--- src/rtl/core/hrrn_pkg.sv ---
`default_nettype none

package hrrn_pkg;

  // Default number of ready-table slots.
  localparam int QUEUE_DEPTH_DEFAULT = 16;

  // Fixed field widths.
  localparam int ID_W    = 16;
  localparam int TIME_W  = 32;
  localparam int SVC_W   = 24;
  localparam int STAT_W  = 2;
  localparam int COUNT_W = 5;
  localparam int SUM_W   = TIME_W + 1;
  localparam int PROD_W  = SUM_W + SVC_W;

  // Result status codes.
  typedef enum logic [STAT_W-1:0] {
    ST_QUEUED     = 2'd0,
    ST_DISPATCHED = 2'd1,
    ST_IDLE       = 2'd2,
    ST_DROPPED    = 2'd3
  } status_t;

  // Result-forming operations issued by the controller.
  typedef enum logic [2:0] {
    RES_NONE,
    RES_DIRECT,
    RES_DROP,
    RES_QUEUE,
    RES_IGNORE,
    RES_EMPTY,
    RES_BEST
  } res_op_t;

  typedef struct packed {
    logic    capture;
    logic    mul;
    logic    cmp;
    logic    free_next;
    logic    load_out;
    res_op_t res_op;
  } ctrl_cmd_t;

  typedef struct packed {
    logic mode;
    logic busy;
    logic full;
    logic empty;
    logic free_here;
    logic cand_last;
  } dp_stat_t;

endpackage

`default_nettype wire

--- src/rtl/core/hrrn_ctrl.sv ---
`default_nettype none

module hrrn_ctrl
  import hrrn_pkg::*;
(
  input  wire logic      clk,
  input  wire logic      rst,
  input  wire logic      in_valid,
  output logic           in_ready,
  output logic           out_valid,
  input  wire logic      out_ready,
  input  wire dp_stat_t  stat,
  output ctrl_cmd_t      cmd
);

  typedef enum logic [2:0] {
    S_IDLE,
    S_DECIDE,
    S_FREE,
    S_MUL,
    S_CMP,
    S_DISP,
    S_OUT
  } state_t;

  state_t state;
  state_t state_next;

  always_comb begin
    cmd        = '0;
    cmd.res_op = RES_NONE;
    state_next = state;
    in_ready   = 1'b0;
    unique case (state)
      S_IDLE: begin
        in_ready = 1'b1;
        if (in_valid) begin
          cmd.capture = 1'b1;
          state_next  = S_DECIDE;
        end
      end
      S_DECIDE: begin
        if (!stat.mode) begin
          if (!stat.busy) begin
            cmd.res_op = RES_DIRECT;
            state_next = S_OUT;
          end else if (stat.full) begin
            cmd.res_op = RES_DROP;
            state_next = S_OUT;
          end else begin
            state_next = S_FREE;
          end
        end else begin
          if (!stat.busy) begin
            cmd.res_op = RES_IGNORE;
            state_next = S_OUT;
          end else if (stat.empty) begin
            cmd.res_op = RES_EMPTY;
            state_next = S_OUT;
          end else begin
            state_next = S_MUL;
          end
        end
      end
      S_FREE: begin
        if (stat.free_here) begin
          cmd.res_op = RES_QUEUE;
          state_next = S_OUT;
        end else begin
          cmd.free_next = 1'b1;
        end
      end
      S_MUL: begin
        cmd.mul    = 1'b1;
        state_next = S_CMP;
      end
      S_CMP: begin
        cmd.cmp    = 1'b1;
        state_next = stat.cand_last ? S_DISP : S_MUL;
      end
      S_DISP: begin
        cmd.res_op = RES_BEST;
        state_next = S_OUT;
      end
      S_OUT: begin
        if (!out_valid || out_ready) begin
          cmd.load_out = 1'b1;
          state_next   = S_IDLE;
        end
      end
      default: state_next = S_IDLE;
    endcase
  end

  always_ff @(posedge clk) begin
    if (rst) begin
      state     <= S_IDLE;
      out_valid <= 1'b0;
    end else begin
      state <= state_next;
      if (cmd.load_out) begin
        out_valid <= 1'b1;
      end else if (out_ready) begin
        out_valid <= 1'b0;
      end
    end
  end

endmodule

`default_nettype wire

--- config.mk ---
export PLATFORM = sky130hd
export DESIGN_NAME = hrrn_ctrl
export DESIGN_NICKNAME = d
export VERILOG_FILES = /design/src/rtl/core/hrrn_pkg.sv /design/src/rtl/core/hrrn_ctrl.sv
export SDC_FILE = /design/constraint.sdc
export NUM_CORES = 1
export LEC_CHECK = 0
export BUFFER_PORTS_ARGS = -buffer_cell sky130_fd_sc_hd__buf_2
export CAP_MARGIN = 20
export CORE_AREA = 2 2 39 41
export DETAILED_ROUTE_END_ITERATION = 7
export DIE_AREA = 0 0 41 43
export GPL_ROUTABILITY_DRIVEN = 0
export HOLD_SLACK_MARGIN = 0.06
export PLACE_DENSITY_LB_ADDON = 0.25
export SETUP_SLACK_MARGIN = 0.5
export SLEW_MARGIN = 20
export SYNTH_ARGS = -nofsm -noshare
export SYNTH_HDL_FRONTEND = slang
export SYNTH_SLANG_ARGS = --single-unit
--- constraint.sdc ---
create_clock -name clk -period 1.23 [get_ports clk]
set_input_delay 0.123 -clock clk [delete_from_list [all_inputs] [get_ports clk]]
set_output_delay 0.123 -clock clk [all_outputs]
set_load 0.05 [all_outputs]
==> results.py, run 1 <==
metrics = {
    "run_status": {
        "status": "complete, but fails checks",
        "failed_checks": "setup timing",
    },
    "layout": {
        "drive_above_1_share_pct": 72.73,
        "num-nets-final": 99,
        "fin_util_pct": 64.92,
        "multi_input_area_sq_um": 410.4,
        "syn_to_final_growth_pct": 145.1,
        "n_antenna_cell": 0,
        "fillers": 114,
        "seqCellArea_sq_um": 95.09,
        "fin_cells": 104,
    },
    "synthesis": {
        "synth-seq-area-share_pct": 21.84,
        "async_reset_ff_share_pct": 0,
        "synth_edf_count": 0,
        "netlist_instances": 52,
        "synth_commonest_cells": "a21oi_1, nand2b_1, dfxtp_1, nor2_1",
        "synth.largest_area_cell": "dfxtp_1",
        "yosysWarnings": 0,
        "synth_top_area_share_pct": 21.84,
        "synth.cell_area_sq_um": 366.6,
        "synthesis.nets": 62,
        "ys_types": 26,
        "synth.area.top_cells": "dfxtp_1, nand2b_1, a21oi_1, o21bai_1, and3_1",
        "ys_seq_elements": 4,
        "syn_area_per_cell_sq_um": 7.050,
        "synth_flop_cell": "dfxtp_1",
    },
    "sta": {
        "max_freq_ghz": 0.7440,
        "tns_ns": -0.6662,
        "skew_ns": 0.0006578,
        "rsz0062_at_grt": "true",
        "finalMaxSlewViolations": 0,
        "setup_ws_ns": -0.1141,
        "worst_pin_slew_ns": 0.3152,
        "finalHoldViolations": 0,
        "setup_viol_count_final": 9,
        "slew_headroom_pct": 78.89,
        "fin_crit_sh_pct": 109.3,
        "fin_crit_ns": 1.344,
    },
    "floorplanning": {
        "die_y_microns": 43,
        "core.rowCount": 14,
        "ios": 20,
        "fp.dieW_microns": 41,
        "start_util_pct": 26.49,
        "die-area_sq_um": 1763,
        "core_area_sq_um": 1384,
    },
    "clocking": {
        "cts.path.max_buffers": 2,
        "cts_tree": "yes",
        "cts.htree.levels": 1,
        "ctsRootBufferMaster": "clkbuf_4",
        "clock-sinks": 4,
        "clk_pin_slew_ns": 0.04,
        "cts_buffers": 3,
        "clkLatencyLatePin_ns": 0.24,
    },
    "grt": {
        "use_met1_pct": 20.13,
        "grt_pass1_wl_mm": 1.959,
        "grt_usage_pct": 16.13,
        "met3_usage_pct": 0.5236,
        "top_usage_layer": "met2",
        "first_global_vias": 492,
        "grt_max_degree": 11,
        "antenna_found_initial": 0,
        "met2_usage_pct": 24.38,
        "grt-ovfl-total": 0,
    },
    "place": {
        "dp_hpwl_microns": 823.3,
        "dp_cells": 95,
        "io_buffers": 19,
    },
    "worst_setup_path": {
        "critical_path_required_ns": 1.11,
        "setup.worst_path.start_class": "register",
        "cp_max_fo": 5,
        "crit_arrival_ns": 1.22,
        "critPathKind": "reg2out",
        "end_kind": "output port",
        "ff2ff_path_depth": 5,
    },
    "pwr": {
        "max-vdd-ir-drop_mv": 1.201,
        "p_total_w": 0.002367,
        "p_per_area_nw_per_um2": 2635,
        "power_leakage_nw": 0.3721,
    },
    "worst_hold_path": {
        "hold_depth": 2,
        "worstHoldPathType": "in2reg",
    },
    "route": {
        "via_per_inst": 4.779,
        "wl_per_cell_microns": 11.88,
        "drt_iter0_drc": 6,
        "wl_mm": 1.236,
        "vias": 497,
        "ant_nets": 0,
        "drcViolationCount": 0,
        "dr.pass1.iters": 4,
    },
    "job": {
        "drv_cap": 0,
    },
}
[kinds of logic (layout without fill, tap and decap cells)]
| kind of cell | count (synthesis) | count (layout) | share of synthesized area, % |
|---|---|---|---|
| AO/OA/AOI/OAI | 16 | 16 | 29.01 |
| buffers and inverters | 6 | 42 | 7.166 |
| multiplexers | 1 | 1 | 2.730 |
| AND/OR/NAND/NOR | 25 | 25 | 39.25 |
| flip-flops | 4 | 4 | 21.84 |
[path summary, 6_finish.rpt]
kind	from	endpoint	slack, ns
min	rst	out_valid	0.09
max	state[0]	cmd[3]	-0.11
min reg2reg	state[1]	state[0]	0.46
max reg2reg	state[0]	state[2]	-0.08
[critical path, stage by stage (launching register included)]
cell and delay (ns):
dfxtp_4 0.37, buf_6 0.13, nand3b_1 0.21, nor2_4 0.11, buf_6 0.16
[through the flow]
stage | instance area (sq um) | setup WS (ns) | hold slack (ns)
floorplan | 466.7 | -0.1817 | 0.1824
global placement | 630.6 | -0.03947 | 0.3260
detailed placement | 630.6 | -0.03369 | 0.3288
CTS | 828.3 | -0.1010 | 0.08079
global route | 898.4 | -0.1467 | 0.08339
finish | 898.4 | -0.1141 | 0.08866
[power breakdown]
group	total, W	internal, W	switching, W
Combinational	0.00186	0.000937	0.000927
Sequential	0.000319	0.000206	0.000113
Clock	0.000184	0.000122	0.0000616
[what timing repair did]
action                                  4_1_cts  5_1_grt
gates cloned                                  0        0
buffers inserted                              3        2
endpoints found under the setup margin       14       14
resized for setup                            42       13
pin swaps                                     9        5
hold buffers                                  0        0
[per-layer routing]
metal	wire length [microns]	vias up
li1	-	258
met3	33	0
met4	0	0
met1	508	230
met5	0	-
met2	693	9
[placed cells by master, fill, tap and decap left out, types with 2 or more instances in the layout]
cell type and instances:
a21oi_1 2, a21oi_4 2, and3_4 2, buf_2 9
buf_4 7, buf_6 14, buf_8 4, clkbuf_4 3
dfxtp_4 4, inv_1 2, nand2b_1 4, nor2_1 2
nor2_4 3, nor2b_4 2, nor3_4 2, o21bai_1 2
[flip-flops by register name, indices dropped and copies added (netlist names)]
signal	flops
state	3
out_valid	1
[cell type report]
class | instances | share of cell area [%]
multi-input cells | 42 | 45.68
clock buffers | 4 | 2.925
repair buffers | 35 | 37.33
flip-flops and latches | 4 | 10.58
well taps | 16 | 2.228
inverters | 3 | 1.253
(Power assumes the default switching activity.)
==> run 2, diff against run 1 <==
ABC_AREA = 1   (was not set)
==> run 2 against run 1 <==
The flow still finishes with violations (setup timing); worst hold slack improved by 0.0081 ns; synthesized cell count increased by 27%; clock-buffer cell count fell by 1; sequential power down 2%; global-route usage shrank 2.0 points; register-to-register slack gained 0.11 ns; final area decreased by 17%; via count decreased by 4.0%; critical endpoint is now cmd[0]; largest power group unchanged; highest routed layer unchanged.
==> results.py, run 2 <==
metrics = {
    "run_status": {
        "status": "complete, but fails checks",
        "failed_checks": "setup timing",
    },
    "synthesis": {
        "synthesis.nets": 76,
        "synth_commonest_cells": "nor2_1, nand2_1, inv_1",
        "synth.most_common_cell": "nor2_1",
        "netlist_instances": 66,
        "syn_area_per_cell_sq_um": 5.175,
        "synth.largest_area_cell": "dfxtp_1",
        "synth_flop_cell": "dfxtp_1",
        "synth_top_area_share_pct": 23.44,
        "async_reset_ff_share_pct": 0,
        "synth.cell_area_sq_um": 341.6,
        "synth-seq-area-share_pct": 23.44,
        "yosysWarnings": 0,
        "synth_edf_count": 0,
        "ys_seq_elements": 4,
        "synth.area.top_cells": "dfxtp_1, nor2_1, nand2_1, inv_1, nand3_1",
        "ys_types": 12,
    },
    "place": {
        "io_buffers": 19,
        "dp_hpwl_microns": 838.1,
        "dp_cells": 105,
        "post-place-ws_ns": -0.02491,
    },
    "layout": {
        "fin_cells": 110,
        "largest-register": "state",
        "drive_above_1_share_pct": 61.70,
        "top_regs": "state (3), out_valid (1)",
        "layout_common_cells": "nand2_1, nor2_1, buf_2, buf_6, inv_1",
        "n_antenna_cell": 0,
        "fillers": 129,
        "final_common_cell": "nand2_1",
        "num-nets-final": 106,
        "syn_to_final_growth_pct": 118.7,
        "largest_reg_flops": 3,
        "fin_util_pct": 53.98,
    },
    "pwr": {
        "p_per_area_nw_per_um2": 2869,
        "power_leakage_nw": 0.3468,
        "max-vdd-ir-drop_mv": 1.204,
    },
    "sta": {
        "slew_headroom_pct": 80.32,
        "finalHoldViolations": 0,
        "worst_pin_slew_ns": 0.2941,
        "fin_crit_sh_pct": 109.4,
        "setup_viol_count_final": 7,
        "holdWs_ns": 0.09674,
        "fin_crit_ns": 1.346,
        "rsz0062_at_grt": "true",
        "max_freq_ghz": 0.7429,
        "tns_ns": -0.5894,
        "setup_ws_ns": -0.1160,
        "finalMaxSlewViolations": 0,
        "skew_ns": 0.004714,
    },
    "clocking": {
        "cts.htree.levels": 1,
        "cts_tree": "yes",
        "cts_buffers": 3,
        "clk_pin_slew_ns": 0.04,
        "cts.path.max_buffers": 2,
        "clkLatencyLatePin_ns": 0.23,
        "ctsRootBufferMaster": "clkbuf_4",
        "clock-sinks": 4,
    },
    "route": {
        "drt_iter0_drc": 11,
        "drcViolationCount": 0,
        "wl_mm": 1.003,
        "ant_nets": 0,
        "via_per_inst": 4.336,
        "dr.pass1.iters": 4,
        "wl_per_cell_microns": 9.118,
        "vias": 477,
    },
    "worst_setup_path": {
        "critical_path_required_ns": 1.11,
        "setup.worst_path.start_class": "register",
        "end_kind": "output port",
        "reg2reg_from": "state[2]",
        "cp-endpoint": "cmd[0]",
        "crit_arrival_ns": 1.22,
        "cp_max_fo": 4,
        "worstReg2RegEnd": "state[1]",
        "ff2ff_path_depth": 7,
        "critPathKind": "reg2out",
        "cp-startpoint": "state[1]",
        "r2r_slack_ns": 0.03,
    },
    "floorplanning": {
        "core.rowCount": 14,
        "start_util_pct": 24.68,
        "die-area_sq_um": 1763,
        "ios": 20,
        "fp.dieW_microns": 41,
        "die_y_microns": 43,
        "core_area_sq_um": 1384,
    },
    "grt": {
        "grt_pass1_wl_mm": 1.697,
        "antenna_found_initial": 0,
        "grt-ovfl-total": 0,
        "grt_max_degree": 6,
        "first_global_vias": 467,
        "grt_usage_pct": 14.16,
    },
    "job": {
        "drv_cap": 0,
    },
    "worst_hold_path": {
        "worstHoldPathType": "in2reg",
    },
}
[run 2: cell types whose count changed in the layout (fill, tap and decap cells not counted), sizes merged, moves of 3 or more]
cell    change
nand2      +14
nor2       +14
buf        -10
inv         +9
nand3       +6
nand2b      -5
and3        -3
nor2b       -3
o21bai      -3
[run 2: power breakdown]
group	switching, W	internal (W)	total, W
clock	0.0000475	0.000109	0.000156
combinational	0.00104	0.000637	0.00168
sequential	0.000103	0.000209	0.000312
[run 2: layout make-up]
| cell class | count | area (sq um) | area share, % |
|---|---|---|---|
| Multi-Input combinational cell | 48 | 327.8 | 43.89 |
| Timing Repair Buffer | 25 | 214.0 | 28.64 |
| Sequential cell | 4 | 95.09 | 12.73 |
| Inverter | 14 | 67.56 | 9.045 |
| Clock buffer | 3 | 22.52 | 3.015 |
| Tap cell | 16 | 20.02 | 2.680 |
[run 2: how the worst min path moves through the flow]
stage,to,startpoint,cells past startpoint,slack (ns)
2_1_floorplan,state[2],rst,1,0.18
3_3_place_gp,state[2],rst,2,0.32
3_5_place_dp,state[2],rst,2,0.34
4_1_cts,state[2],rst,2,0.09
5_1_grt,state[2],rst,2,0.09
6_report,state[2],rst,2,0.1
[run 2: worst max-delay path, cell delays in order (launching register included)]
cell	delay [ns]
dfxtp_4	0.35
inv_4	0.07
nand2_4	0.06
nor2_4	0.10
inv_2	0.06
o31ai_4	0.17
buf_6	0.18
[run 2: logic make-up (layout without fill, tap and decap cells)]
logic type,Yosys count,count (layout),share of synthesized area (%)
buffers and inverters,14,42,15.38
and+or+nand+nor,42,42,49.81
AOI/OAI and AO/OA,6,6,11.35
DFF,4,4,23.44
[run 2: per-stage QoR]
stage / total power, W / area [sq um]
final: 0.002143 / 747.0
after global routing: 0.002295 / 747.0
after CTS: 0.002109 / 734.5
after detailed placement: 0.001691 / 605.6
after global placement: 0.001682 / 605.6
after floorplan: 0.001363 / 460.4
[run 2: metal layers]
layer	vias to the layer above	part of all wire [%]	global-route usage (%)	wire, microns
li1	260	-	-	-
met1	207	42	15.76	417
met2	10	55	23.13	555
met3	0	3.0	1.571	30
met4	0	0	10.00	0
met5	-	0	0	0
[run 2: timing repair]
action | CTS | global route
buffers inserted | 2 | 0
gates resized for setup | 30 | 4
hold buffers | 0 | 0
endpoints found under the setup margin | 14 | 14
pin swaps | 4 | 2
